$ cat config.mk
export PLATFORM = sky130hd
export DESIGN_NAME = k_way_sorted_merge
export DESIGN_NICKNAME = d
export VERILOG_FILES = /design/src/hdl/kwm_pkg.sv /design/src/hdl/kwm_datapath.sv /design/src/hdl/kwm_ctrl.sv /design/src/hdl/k_way_sorted_merge.sv
export SDC_FILE = /design/constraint.sdc
export NUM_CORES = 1
export LEC_CHECK = 0
export BUFFER_PORTS_ARGS = -buffer_cell sky130_fd_sc_hd__buf_2
export CAP_MARGIN = 20
export CORE_ASPECT_RATIO = 1.1
export CORE_UTILIZATION = 60
export CTS_BUF_LIST = sky130_fd_sc_hd__clkbuf_4 sky130_fd_sc_hd__clkbuf_8
export CTS_CLUSTER_DIAMETER = 50
export DETAILED_ROUTE_END_ITERATION = 8
export GPL_ROUTABILITY_DRIVEN = 0
export PLACE_DENSITY_LB_ADDON = 0.05
export SLEW_MARGIN = 20
export SYNTH_ARGS = -nofsm -noshare
export SYNTH_HDL_FRONTEND = slang
export SYNTH_SLANG_ARGS = --single-unit
$ cat constraint.sdc
create_clock -name clk -period 23.5 [get_ports clk]
set_input_delay 2.35 -clock clk [delete_from_list [all_inputs] [get_ports clk]]
set_output_delay 2.35 -clock clk [all_outputs]
set_load 0.005 [all_outputs]
$ cat src/hdl/kwm_pkg.sv
`default_nettype none

package kwm_pkg;

  // Widths fixed by the item fields and the register.
  localparam int SRC_W = 4;
  localparam int VAL_W = 32;
  localparam int CFG_W = 5;

  // Source is four bits wide, so no more than this many lists can take part.
  localparam int SRC_SPAN = 16;
  localparam int DEF_MAX_LISTS = 16;
  localparam logic [CFG_W-1:0] ACTIVE_RESET = 5'd16;

  typedef enum logic [1:0] {
    ST_IDLE,
    ST_UP,
    ST_LOAD,
    ST_DOWN
  } state_t;

  typedef enum logic [1:0] {
    EMIT_TOP,
    EMIT_FINAL,
    EMIT_EMPTY
  } emit_t;

  typedef struct packed {
    logic signed [VAL_W-1:0] key;
    logic [SRC_W-1:0] src;
  } entry_t;

  typedef struct packed {
    logic clear;
    logic push;
    logic replace;
    logic pop;
    logic load;
    logic step_up;
    logic step_down;
    logic emit;
    emit_t emit_kind;
  } cmd_t;

  typedef struct packed {
    logic count_zero;
    logic count_one;
    logic up_done;
    logic down_done;
    logic [SRC_W-1:0] top_src;
  } status_t;

  // Heap order: smaller key first, equal keys by lower source index.
  function automatic logic entry_before(entry_t a, entry_t b);
    logic r;
    if (a.key != b.key) begin
      r = $signed(a.key) < $signed(b.key);
    end else begin
      r = a.src < b.src;
    end
    return r;
  endfunction

endpackage

`default_nettype wire

$ cat src/hdl/kwm_datapath.sv
`default_nettype none

module kwm_datapath #(
  parameter int MAX_LISTS = kwm_pkg::DEF_MAX_LISTS
) (
  input  wire logic                              clk,
  input  wire logic                              rst,
  input  wire kwm_pkg::cmd_t                     cmd,
  input  wire logic [kwm_pkg::SRC_W-1:0]         in_source,
  input  wire logic signed [kwm_pkg::VAL_W-1:0]  in_value,
  output kwm_pkg::status_t                       status,
  output logic                                   done,
  output logic signed [kwm_pkg::VAL_W-1:0]       out_value,
  output logic [kwm_pkg::SRC_W-1:0]              from_list,
  output logic                                   final_res,
  output logic                                   empty_merge
);
  import kwm_pkg::*;

  localparam int DEPTH = (MAX_LISTS < SRC_SPAN) ? MAX_LISTS : SRC_SPAN;
  localparam int IW = (DEPTH > 1) ? $clog2(DEPTH) : 1;
  localparam int CW = $clog2(DEPTH + 1);
  localparam int MEM_DEPTH = 1 << IW;
  localparam int KW = IW + 2;

  entry_t mem [MEM_DEPTH];
  entry_t rd_a, rd_b;
  entry_t carry, carry_next;
  entry_t top, top_now;
  entry_t wdata, in_entry, best_l, best;

  logic [IW-1:0] hole, hole_next, raddr_a, raddr_b, waddr, parent, best_idx;
  logic [IW:0]   child_l, child_r;
  logic [CW-1:0] heap_count, heap_count_next;
  logic [KW-1:0] left_idx, right_idx;
  logic          we, left_ok, right_ok, take_left, take_right, up_done, down_done;

  assign in_entry = '{key: in_value, src: in_source};

  // One level of sift-down: pick the smallest of the carried entry and the
  // two children read in the previous cycle.
  always_comb begin
    left_idx   = {1'b0, hole, 1'b1};
    right_idx  = left_idx + KW'(1);
    left_ok    = left_idx < KW'(heap_count);
    right_ok   = right_idx < KW'(heap_count);
    take_left  = left_ok && entry_before(rd_a, carry);
    best_l     = take_left ? rd_a : carry;
    take_right = right_ok && entry_before(rd_b, best_l);
    best       = take_right ? rd_b : best_l;
    best_idx   = take_right ? right_idx[IW-1:0] : left_idx[IW-1:0];
    down_done  = !(take_left || take_right);
    child_l    = {best_idx, 1'b1};
    child_r    = child_l + (IW + 1)'(1);
    parent     = (hole - IW'(1)) >> 1;
    up_done    = (hole == '0) || !entry_before(carry, rd_a);
  end

  always_comb begin
    we              = 1'b0;
    waddr           = hole;
    wdata           = carry;
    hole_next       = hole;
    carry_next      = carry;
    heap_count_next = heap_count;
    raddr_a         = '0;
    raddr_b         = '0;
    if (cmd.clear) begin
      heap_count_next = '0;
    end
    if (cmd.push) begin
      carry_next      = in_entry;
      hole_next       = heap_count[IW-1:0];
      heap_count_next = heap_count + CW'(1);
      raddr_a         = (heap_count[IW-1:0] - IW'(1)) >> 1;
    end
    if (cmd.replace) begin
      carry_next = in_entry;
      hole_next  = '0;
      raddr_a    = IW'(1);
      raddr_b    = IW'(2);
    end
    if (cmd.pop) begin
      heap_count_next = heap_count - CW'(1);
      raddr_a         = IW'(heap_count - CW'(1));
    end
    if (cmd.load) begin
      carry_next = rd_a;
      hole_next  = '0;
      raddr_a    = IW'(1);
      raddr_b    = IW'(2);
    end
    if (cmd.step_up) begin
      we = 1'b1;
      if (up_done) begin
        wdata = carry;
      end else begin
        wdata     = rd_a;
        hole_next = parent;
        raddr_a   = (parent - IW'(1)) >> 1;
      end
    end
    if (cmd.step_down) begin
      we = 1'b1;
      if (down_done) begin
        wdata = carry;
      end else begin
        wdata     = best;
        hole_next = best_idx;
        raddr_a   = child_l[IW-1:0];
        raddr_b   = child_r[IW-1:0];
      end
    end
    top_now = (we && waddr == '0) ? wdata : top;
  end

  assign status.count_zero = (heap_count == '0);
  assign status.count_one  = (heap_count == CW'(1));
  assign status.up_done    = up_done;
  assign status.down_done  = down_done;
  assign status.top_src    = top_now.src;

  always_ff @(posedge clk) begin
    if (we) begin
      mem[waddr] <= wdata;
    end
    rd_a <= mem[raddr_a];
    rd_b <= mem[raddr_b];
  end

  always_ff @(posedge clk) begin
    if (rst) begin
      heap_count <= '0;
      done       <= 1'b0;
    end else begin
      heap_count <= heap_count_next;
      done       <= cmd.emit;
    end
  end

  always_ff @(posedge clk) begin
    carry <= carry_next;
    hole  <= hole_next;
    top   <= top_now;
    if (cmd.emit) begin
      case (cmd.emit_kind)
        EMIT_TOP: begin
          out_value   <= top_now.key;
          from_list   <= top_now.src;
          final_res   <= 1'b0;
          empty_merge <= 1'b0;
        end
        EMIT_FINAL: begin
          out_value   <= '0;
          from_list   <= in_source;
          final_res   <= 1'b1;
          empty_merge <= 1'b0;
        end
        EMIT_EMPTY: begin
          out_value   <= '0;
          from_list   <= '0;
          final_res   <= 1'b1;
          empty_merge <= 1'b1;
        end
        default: begin
          out_value   <= '0;
          from_list   <= '0;
          final_res   <= 1'b0;
          empty_merge <= 1'b0;
        end
      endcase
    end
  end

  a_push_room: assert property (@(posedge clk) disable iff (rst)
    cmd.push |-> (heap_count < CW'(DEPTH)))
    else $error("push into a full heap");

  a_sift_deeper: assert property (@(posedge clk) disable iff (rst)
    (cmd.step_down && !status.down_done) |=> (hole > $past(hole)))
    else $error("sift-down did not move to a child");

endmodule

`default_nettype wire

$ cat src/hdl/kwm_ctrl.sv
`default_nettype none

module kwm_ctrl (
  input  wire logic                        clk,
  input  wire logic                        rst,
  input  wire logic                        restart,
  input  wire logic                        start,
  input  wire logic [kwm_pkg::SRC_W-1:0]   source,
  input  wire logic                        no_more,
  input  wire logic [kwm_pkg::CFG_W-1:0]   lists,
  input  wire kwm_pkg::status_t            status,
  output logic                             busy,
  output kwm_pkg::cmd_t                    cmd
);
  import kwm_pkg::*;

  state_t            state, state_next;
  logic              merging, merging_next;
  logic              fill_last, fill_last_next;
  logic [CFG_W-1:0]  fill_count, fill_count_next;
  logic [SRC_W-1:0]  awaited, awaited_next;
  logic              accept, fill_hit, merge_hit, last_fill;

  assign busy      = (state != ST_IDLE);
  assign accept    = start && (state == ST_IDLE);
  assign fill_hit  = !merging && (fill_count == CFG_W'(source));
  assign merge_hit = merging && (awaited == source);
  assign last_fill = (fill_count + CFG_W'(1)) == lists;

  always_comb begin
    state_next      = state;
    merging_next    = merging;
    fill_last_next  = fill_last;
    fill_count_next = fill_count;
    awaited_next    = awaited;
    if (restart) begin
      state_next      = ST_IDLE;
      merging_next    = 1'b0;
      fill_count_next = '0;
      awaited_next    = '0;
    end else begin
      case (state)
        ST_IDLE: begin
          if (accept && fill_hit) begin
            fill_count_next = fill_count + CFG_W'(1);
            if (!no_more) begin
              state_next     = ST_UP;
              fill_last_next = last_fill;
            end else if (last_fill) begin
              fill_count_next = '0;
              if (!status.count_zero) begin
                merging_next = 1'b1;
                awaited_next = status.top_src;
              end
            end
          end else if (accept && merge_hit) begin
            if (!no_more) begin
              state_next = ST_DOWN;
            end else if (status.count_one) begin
              merging_next = 1'b0;
              awaited_next = '0;
            end else begin
              state_next = ST_LOAD;
            end
          end
        end
        ST_UP: begin
          if (status.up_done) begin
            state_next = ST_IDLE;
            if (fill_last) begin
              merging_next    = 1'b1;
              fill_count_next = '0;
              awaited_next    = status.top_src;
            end
          end
        end
        ST_LOAD: begin
          state_next = ST_DOWN;
        end
        ST_DOWN: begin
          if (status.down_done) begin
            state_next   = ST_IDLE;
            awaited_next = status.top_src;
          end
        end
        default: begin
          state_next = ST_IDLE;
        end
      endcase
    end
  end

  always_comb begin
    cmd           = '0;
    cmd.emit_kind = EMIT_TOP;
    if (restart) begin
      cmd.clear = 1'b1;
    end else begin
      case (state)
        ST_IDLE: begin
          if (accept && fill_hit) begin
            if (!no_more) begin
              cmd.push = 1'b1;
            end else if (last_fill) begin
              cmd.emit = 1'b1;
              if (status.count_zero) begin
                cmd.emit_kind = EMIT_EMPTY;
                cmd.clear     = 1'b1;
              end
            end
          end else if (accept && merge_hit) begin
            if (!no_more) begin
              cmd.replace = 1'b1;
            end else if (status.count_one) begin
              cmd.emit      = 1'b1;
              cmd.emit_kind = EMIT_FINAL;
              cmd.clear     = 1'b1;
            end else begin
              cmd.pop = 1'b1;
            end
          end
        end
        ST_UP: begin
          cmd.step_up = 1'b1;
          cmd.emit    = status.up_done && fill_last;
        end
        ST_LOAD: begin
          cmd.load = 1'b1;
        end
        ST_DOWN: begin
          cmd.step_down = 1'b1;
          cmd.emit      = status.down_done;
        end
        default: begin
          cmd.clear = 1'b0;
        end
      endcase
    end
  end

  always_ff @(posedge clk) begin
    if (rst) begin
      state      <= ST_IDLE;
      merging    <= 1'b0;
      fill_last  <= 1'b0;
      fill_count <= '0;
      awaited    <= '0;
    end else begin
      state      <= state_next;
      merging    <= merging_next;
      fill_last  <= fill_last_next;
      fill_count <= fill_count_next;
      awaited    <= awaited_next;
    end
  end

  a_load_then_down: assert property (@(posedge clk) disable iff (rst)
    (state == ST_LOAD && !restart) |=> (state == ST_DOWN))
    else $error("last entry load not followed by sift-down");

  a_top_not_empty: assert property (@(posedge clk) disable iff (rst)
    (cmd.emit && cmd.emit_kind == EMIT_TOP) |-> !status.count_zero)
    else $error("heap top emitted from an empty heap");

endmodule

`default_nettype wire

$ cat src/hdl/k_way_sorted_merge.sv
// Results: the closing and empty results, and the first result when an end mark closes the
// fill phase, come in the cycle after the accepting edge; any other result waits for the heap
// sift, which visits one heap level after another, after first fetching the last entry on an
// end mark. Busy stays high during the sift, so no new item is taken until it ends.
// Reset (synchronous, active high) clears control state and sets active_lists to 16;
// heap contents are left as they are. Results cannot be stalled by the receiver.
`default_nettype none

module k_way_sorted_merge #(
  parameter int MAX_LISTS = kwm_pkg::DEF_MAX_LISTS
) (
  input  wire logic                              clk,
  input  wire logic                              rst,
  input  wire logic                              start,
  output logic                                   busy,
  input  wire logic [kwm_pkg::SRC_W-1:0]         source,
  input  wire logic signed [kwm_pkg::VAL_W-1:0]  value,
  input  wire logic                              no_more,
  output logic                                   done,
  output logic signed [kwm_pkg::VAL_W-1:0]       out_value,
  output logic [kwm_pkg::SRC_W-1:0]              from_list,
  output logic                                   final_res,
  output logic                                   empty_merge,
  input  wire logic                              psel,
  input  wire logic                              penable,
  input  wire logic                              pwrite,
  input  wire logic [2:0]                        paddr,
  input  wire logic [31:0]                       pwdata,
  output logic [31:0]                            prdata,
  output logic                                   pready
);
  import kwm_pkg::*;

  // The heap never holds more entries than lists can be addressed by source.
  localparam int DEPTH = (MAX_LISTS < SRC_SPAN) ? MAX_LISTS : SRC_SPAN;
  localparam logic REG_ACTIVE_LISTS = 1'b0;

  logic [CFG_W-1:0] active_lists;
  logic [CFG_W-1:0] lists;
  logic             cfg_write;
  cmd_t             cmd;
  status_t          status;

  // The APB port always completes in its access phase. Word addresses beyond
  // the single register read as zero and ignore writes.
  assign pready    = 1'b1;
  assign cfg_write = psel && penable && pwrite && pready &&
                     (paddr[2] == REG_ACTIVE_LISTS);
  assign prdata    = (paddr[2] == REG_ACTIVE_LISTS) ? 32'(active_lists) : '0;

  always_ff @(posedge clk) begin
    if (rst) begin
      active_lists <= ACTIVE_RESET;
    end else if (cfg_write) begin
      active_lists <= pwdata[CFG_W-1:0];
    end
  end

  // Number of lists actually merged: zero behaves as one, and anything above
  // the heap depth is held to the depth.
  always_comb begin
    if (active_lists == '0) begin
      lists = CFG_W'(1);
    end else if (active_lists > CFG_W'(DEPTH)) begin
      lists = CFG_W'(DEPTH);
    end else begin
      lists = active_lists;
    end
  end

  // A register write abandons any merge in progress and starts a fresh fill
  // phase, so the controller and the heap count are cleared together.
  kwm_ctrl u_ctrl (
    .clk     (clk),
    .rst     (rst),
    .restart (cfg_write),
    .start   (start),
    .source  (source),
    .no_more (no_more),
    .lists   (lists),
    .status  (status),
    .busy    (busy),
    .cmd     (cmd)
  );

  // The datapath keeps the heap in a small memory with one write and two
  // registered reads, so a sift moves on level by level: the children of the next
  // hole (its parent, when sifting up) are read while the current level is written back.
  kwm_datapath #(
    .MAX_LISTS (MAX_LISTS)
  ) u_datapath (
    .clk         (clk),
    .rst         (rst),
    .cmd         (cmd),
    .in_source   (source),
    .in_value    (value),
    .status      (status),
    .done        (done),
    .out_value   (out_value),
    .from_list   (from_list),
    .final_res   (final_res),
    .empty_merge (empty_merge)
  );

endmodule

`default_nettype wire

==> results by group, run 1 <==
Outcome
  – Outcome: finished clean

Critical path
  – RR Endpoint: u_datapath.rd_a[32]$_DFF_P_
  – Critical path type: flop to flop
  – CP Capture Type: flop
  – WP data required: 24.07 ns
  – Launch point of the worst reg-to-reg path: u_datapath.rd_a[18]$_DFF_P_
  – Max FO, Critical Path: 38
  – Register-to-register setup slack: ~14 ns
  – CP startpoint kind: flop
  – Critical Path AT: about 10 ns
  – Worst r2r path cells: 26

Power and ir drop
  – LEAKAGE: around 0.015 µW
  – PwrDens: 94.9 nW/µm²
  – VDD IR-drop max: approximately 0.065 mV

Floorplan
  – Row count: 95
  – Die Y: between 200 and 300 µm
  – Die width: about 240 µm
  – Ports: ~150
  – Die area: 63400 µm²
  – Core Box Area: roughly 61000 µm²
  – Initial Util: 61.1%

GRT
  – GR Layer Usage met1: 41.7%
  – First-pass GRT wire length: roughly 140 mm
  – Vias in the first global route: 23300
  – GRT Overall Usage: a little under a third
  – Grt total ovfl: 0
  – GR Util met3: between 4 and 5%
  – Pin count of the biggest net entering global routing: 152
  – Met2 Resource Use GR: a little under 50%
  – Initial antenna violation count: 2
  – Grt peak-use layer: met2

Synthesis
  – Top-count cell post-synth: mux2i_1
  – Most common flop cell mapped by yosys: edfxtp_1
  – Number of synthesized register bits: around 790
  – Ranking of synthesized cells by area: edfxtp_1 52%, mux2i_1 18%, dfxtp_1 7.3%, ha_1 3.1%, mux2_2 3.0%
  – Synth Cell Area: around 37000 µm²
  – Post-synthesis sequential area ratio: about three fifths
  – Synth cell count leaders: 685 x mux2i_1, 650 x edfxtp_1, 199 x nand2_1
  – Share of the synthesized area in the top cell type: a little over half
  – Distinct cells, synth: 84
  – Yosys warns: 0
  – Async S/R FF share, synth: 0%
  – Synth Instances: ~2700
  – EDFF count, synth: 650
  – Dominant cell type by area after synthesis: edfxtp_1
  – Syn avg cell area: 13.8 µm²

Detailed routing
  – Wire length per cell: approximately 25 µm
  – Vias per inst: about 6.1
  – DRT Pass-1 Iters: 5
  – Final WL: between 90 and 100 mm
  – ANT nets after route: 0
  – Vias: 23100
  – Post-route DRC: 0
  – Initial drt markers: ~2000

STA
  – Worst slew pin tran: around 1.3 ns
  – Final hold viol count: 0
  – Post-Route Setup TNS: 0 ns
  – Setup Skew: approximately 0.031 ns
  – Min Tclk post-route: between 9 and 10 ns
  – RSZ-0062 raised after global routing: no
  – Final slew viol count: 0
  – Period Utilization, post-route: between 40% and 50%
  – Final setup viols: 0
  – Fmax: just over 0.1 GHz
  – Rel. slew slack: 15.2%
  – Worst setup slack after layout: between 10 and 15 ns

Finish
  – Final Non-Filler Cells: 3770
  – Share of cells above drive strength 1: between 10% and 20%
  – Area Growth Syn to Fin: 10.4%
  – Final instance area: just over 40000 µm²
  – Final Util: 67.4%
  – Total Nets Final: 3005

CTS
  – Clock slew at the register clock pins of the worst setup and hold paths: about 0.060 ns
  – Clock Sinks: 786
  – Clock latency on the worst-skew pair: between 0.7 and 0.8 ns
  – TritonCTS clock tree: built
  – CTS Root Cell: clkbuf_8
  – CTS Buffer Depth: 3
  – Hold Buf Count CTS: 0
  – Htree depth: 3
  – Post_cts resized: 0
  – Post-CTS setup-driven buffer insertion count: 0
  – Total CTS buffers: ~120

Placed design
  – Placed cell areas: between 30000 and 40000 µm²
  – Placed Cells: 3535
  – DPL Wire Length: roughly 57 mm
  – Port Buffers: just over 90
  – Place WS: 14.13 ns

Hold path
  – Hold path depth: 2
  – Worst Hold Class: flop to flop
  – Hold_sp: u_datapath.top[8]$_DFF_P_
  – Hold EP: u_datapath.top[8]$_DFF_P_

Run
  – Total of max-cap violations: 0
## cells in the final DEF (no fill, tap or decap), types with 34 or more instances in the layout
master / synthesis / layout
mux2i_1: 685 / 685
edfxtp_1: 650 / 650
nand2_1: 199 / 198
clkbuf_8: 0 / 147
dfxtp_1: 136 / 136
mux2_2: 100 / 100
buf_2: 37 / 93
ha_1: 92 / 91
inv_1: 86 / 86
nor2_1: 81 / 80
o21ai_0: 72 / 72
buf_4: 60 / 56
a21oi_1: 43 / 42
a211oi_1: 41 / 41
and2_1: 47 / 34
## kinds of logic after synthesis
kind of cell | share of synthesized area (%)
buffers and inverters | 4.07
DFF | 59.4
xor gates and xnor gates | 0.531
adders and majority gates | 3.07
muxes | 21.3
and+or+nand+nor | 5.75
AOI/OAI and AO/OA | 5.83
other | 0.0201
## registers in the layout, summed over array words and instances, names as in the netlist, 32 cells and up
signal,count
u_datapath.rd_b,36
u_datapath.mem,576
u_datapath.out_value,32
u_datapath.top,36
u_datapath.rd_a,36
u_datapath.carry,36
## routing by layer
metal / wire [µm] / share of wire [%] / up-vias
met4: 3230 / 3.4 / 0
met2: 45200 / 47 / 944
li1: - / - / 10400
met3: 6760 / 7.1 / 200
met1: 40700 / 42 / 11500
met5: 0 / 0 / -
## layout make-up
class | count | area [µm²]
fillers | 4432 | 20000
flip-flops and latches | 786 | 22200
inverters | 87 | 329
multi-input cells | 1688 | 14000
diodes | 3 | 7.51
repair buffers | 151 | 926
clock inverters | 54 | 606
well taps | 824 | 1030
clock buffers | 177 | 2250
## power breakdown
part | total [µW] | leakage, µW | switching (µW) | internal [µW]
sequential | 1730 | 0.00699 | 72.0 | 1660
clock | 1300 | 0.00149 | 538 | 760
combinational | 898 | 0.00663 | 528 | 370
total | 3920 | 0.0151 | 1140 | 2790
## through the flow
step	power [µW]	hold slack, ns
floorplan	2400	0.422
global placement	2610	0.435
detailed placement	2640	0.443
CTS	3930	0.451
global route	4080	0.469
finish	3920	0.451
## worst max-delay path by stage
stage,start,to,slack [ns],cells after the start
finish,u_datapath.rd_a[18]$_DFF_P_,u_datapath.rd_a[32]$_DFF_P_,13.88,26
detailed placement,u_datapath.carry[19]$_DFFE_PP_,u_datapath.rd_a[16]$_DFF_P_,14.13,25
floorplan,u_datapath.carry[35]$_DFFE_PP_,u_datapath.empty_merge$_DFFE_PP_,15.41,21
CTS,u_datapath.carry[19]$_DFFE_PP_,u_datapath.rd_a[32]$_DFF_P_,14.10,25
global placement,u_datapath.rd_a[18]$_DFF_P_,u_datapath.rd_a[16]$_DFF_P_,14.32,26
global route,u_datapath.carry[18]$_DFFE_PP_,u_datapath.rd_a[32]$_DFF_P_,13.67,25
## worst max-delay path: stages (launching register included)
cell and delay [ns]:
dfxtp_1 0.39, inv_1 0.09, ha_1 0.30, nand4_1 0.26, nor4_1 0.37, buf_4 0.22
o21ai_0 0.24, a41o_1 0.33, nand4_1 0.23, and2_2 0.69, buf_4 0.52, mux2i_1 0.17
ha_1 0.36, nand4_1 0.33, nor4_4 0.53, a31oi_4 0.21, o311a_2 0.26, a221oi_1 0.26
nand4_1 0.20, a21oi_4 0.18, buf_4 0.47, mux2i_1 0.25, a21oi_4 0.59, buf_4 0.65
buf_4 0.82, mux2i_1 0.33, mux2i_1 0.11
(Power assumes the default switching activity.)
==> run 2: changes to the inputs <==
Clock period 23.5 ns to 9 ns, I/O delays scaled along.
==> run 2 against run 1 <==
Fmax is 20% higher. Utilization is 0.20 points higher. Hold slack got worse by 0.12 ns. Setup slack worse by 13 ns. Global-route usage up 0.56 points. Non-clock buffer count increased by 13. Clock skew increased by 0.0037 ns. Design area grew 0.29%. Die area unchanged. Sequential share of layout area down 0.16 points. First-iteration DRC count increased by 1.6%. Largest power group unchanged. Combinational power grew to 2.6 times the previous value.
==> results by group, run 2 (same netlist as run 1, synthesis figures left out) <==
Floorplan
  – Core Box Area: between 60000 and 70000 µm²
  – Die Y: roughly 260 µm
  – Die width: about 240 µm
  – Ports: ~150
  – Row count: 95
  – Die area: between 60000 and 70000 µm²
  – Initial Util: 61.1%

Critical path
  – RR Endpoint: u_datapath.mem[3][13]$_DFFE_PP_
  – WP data required: 9.42 ns
  – Launch point of the worst reg-to-reg path: u_datapath.rd_a[19]$_DFF_P_
  – Worst r2r path cells: 22
  – Register-to-register setup slack: 0.97 ns
  – Crit path to: u_datapath.mem[3][13]$_DFFE_PP_
  – Critical path type: flop to flop
  – CP Capture Type: flop
  – Max FO, Critical Path: 16
  – CP startpoint kind: flop
  – Origin of the worst setup path: u_datapath.rd_a[19]$_DFF_P_
  – Critical Path AT: approximately 8.4 ns

STA
  – Post-Route Setup TNS: 0 ns
  – Final hold viol count: 0
  – Period Utilization, post-route: 89.2%
  – Final slew viol count: 0
  – Final setup viols: 0
  – RSZ-0062 raised after global routing: no
  – Hold slack: about 0.34 ns
  – Worst slew pin tran: approximately 1.1 ns
  – Rel. slew slack: 26.0%
  – Setup Skew: 0.0344 ns
  – Min Tclk post-route: ~8.0 ns
  – Fmax: 0.125 GHz

Power and ir drop
  – Sw frac: 29.4%
  – Sequential Power Share: 44.6%
  – Combinational power share: 23.4%
  – PwrDens: ~240 nW/µm²
  – Clk pwr share: about a third
  – Int Power: 7130 µW
  – VDD IR-drop max: 0.174 mV
  – NetSw: between 2000 and 3000 µW
  – LEAKAGE: ~0.015 µW

CTS
  – Clock slew at the register clock pins of the worst setup and hold paths: 0.06 ns
  – CTS Root Cell: clkbuf_8
  – TritonCTS clock tree: built
  – Htree depth: 4
  – Post-CTS setup-driven buffer insertion count: 0
  – Clock Sinks: a little under 800
  – CTS Buffer Depth: 3
  – Hold Buf Count CTS: 0
  – Clock latency on the worst-skew pair: between 0.7 and 0.8 ns
  – Post_cts resized: 0
  – Total CTS buffers: 130

Finish
  – Largest Register: u_datapath.mem
  – Share of cells above drive strength 1: between 15 and 20%
  – Commonest cells after routing, fill and taps aside: 685 x mux2i_1, 650 x edfxtp_1, 198 x nand2_1, 153 x clkbuf_8, 136 x dfxtp_1
  – Area Growth Syn to Fin: 10.7%
  – Final instance area: roughly 41000 µm²
  – Total Nets Final: around 3000
  – Most common cell after layout, fill and taps aside: mux2i_1
  – Max FFs per register: around 580
  – Final Non-Filler Cells: 3787

GRT
  – Vias in the first global route: ~23000
  – Grt total ovfl: 0
  – Pin count of the biggest net entering global routing: 97
  – First-pass GRT wire length: roughly 140 mm
  – GRT Overall Usage: around 31%
  – Initial antenna violation count: 1

Detailed routing
  – Routed wl met3: roughly 6.0 mm
  – Vias per inst: roughly 6.1
  – Met2 routed WL: ~47 mm
  – DRT Pass-1 Iters: 6
  – Uppermost layer routed: met4
  – ANT nets after route: 0
  – Initial drt markers: roughly 2100
  – Vias: 23100
  – Wire length per cell: approximately 26 µm
  – Post-route DRC: 0
  – Final WL: between 90 and 100 mm
  – Met1 wire length: slightly above 40 mm

Outcome
  – Outcome: finished clean

Placed design
  – Placed cell areas: slightly below 40000 µm²
  – Port Buffers: 93
  – Placed Cells: around 3500
  – DPL Wire Length: roughly 58 mm

Hold path
  – Worst Hold Class: input pin to flop

Run
  – Total of max-cap violations: 0
## run 2: power by group through the flow
| stage | clock [µW] | combinational [µW] | sequential (µW) |
|---|---|---|---|
| after CTS | 3270 | 2350 | 4500 |
| after floorplan | 0 | 1770 | 4500 |
| after detailed placement | 0 | 2330 | 4580 |
| after global placement | 0 | 2280 | 4570 |
| after global routing | 3420 | 2550 | 4530 |
| final | 3220 | 2370 | 4510 |
## run 2: area by class of cell
type,count,area (µm²)
Inverter,87,329
Antenna cell,1,2.50
Fill cell,4453,19900
Clock inverter,38,263
Sequential cell,786,22200
Tap cell,824,1030
Multi-Input combinational cell,1688,13900
Clock buffer,199,2450
Timing Repair Buffer,164,1210
## run 2: metrics by stage
step / setup WS [ns] / utilization (%) / total power, µW
6_report: 0.972 / 67.6 / 10100
5_1_grt: 0.886 / 67.6 / 10500
4_1_cts: 1.17 / 67.6 / 10100
3_5_place_dp: 1.21 / 63.2 / 6910
3_3_place_gp: 1.40 / 63.1 / 6850
2_1_floorplan: 0.914 / - / 6270
## run 2: how the worst min path moves through the flow
stage	slack, ns	end	cells past startpoint	from
CTS	0.29	active_lists[4]$_SDFFE_PP1P_	3	pwdata[4]
global placement	0.44	u_datapath.top[13]$_DFF_P_	2	u_datapath.top[13]$_DFF_P_
detailed placement	0.44	u_datapath.top[10]$_DFF_P_	2	u_datapath.top[10]$_DFF_P_
floorplan	0.42	u_datapath.top[35]$_DFF_P_	2	u_datapath.top[35]$_DFF_P_
global route	0.31	active_lists[4]$_SDFFE_PP1P_	3	pwdata[4]
finish	0.34	active_lists[4]$_SDFFE_PP1P_	3	pwdata[4]
## run 2: per-layer routing
metal  track usage (%)  vias up
met3              5.74      172
met1              41.3    11600
met5                 0        -
li1                  -    10500
met4              12.2        0
met2              50.2      846
## run 2: worst max-delay path, stage by stage, from the launching register on
cell      delay (ns)
dfxtp_1         0.38
inv_1           0.07
ha_1            0.31
nand4_1         0.21
nor4_1          0.88
o21ai_0         0.27
a41o_1          0.32
nand4_1         0.21
and2_2          0.55
buf_4           0.37
mux2i_1         0.12
ha_1            0.31
nand3_1         0.17
nor3_1          0.65
a31oi_4         0.24
o311a_2         0.24
a221oi_1        0.25
nand4_1         0.21
a21oi_4         0.60
o21ai_2         0.08
buf_4           0.25
a222oi_1        0.52
inv_1           0.41
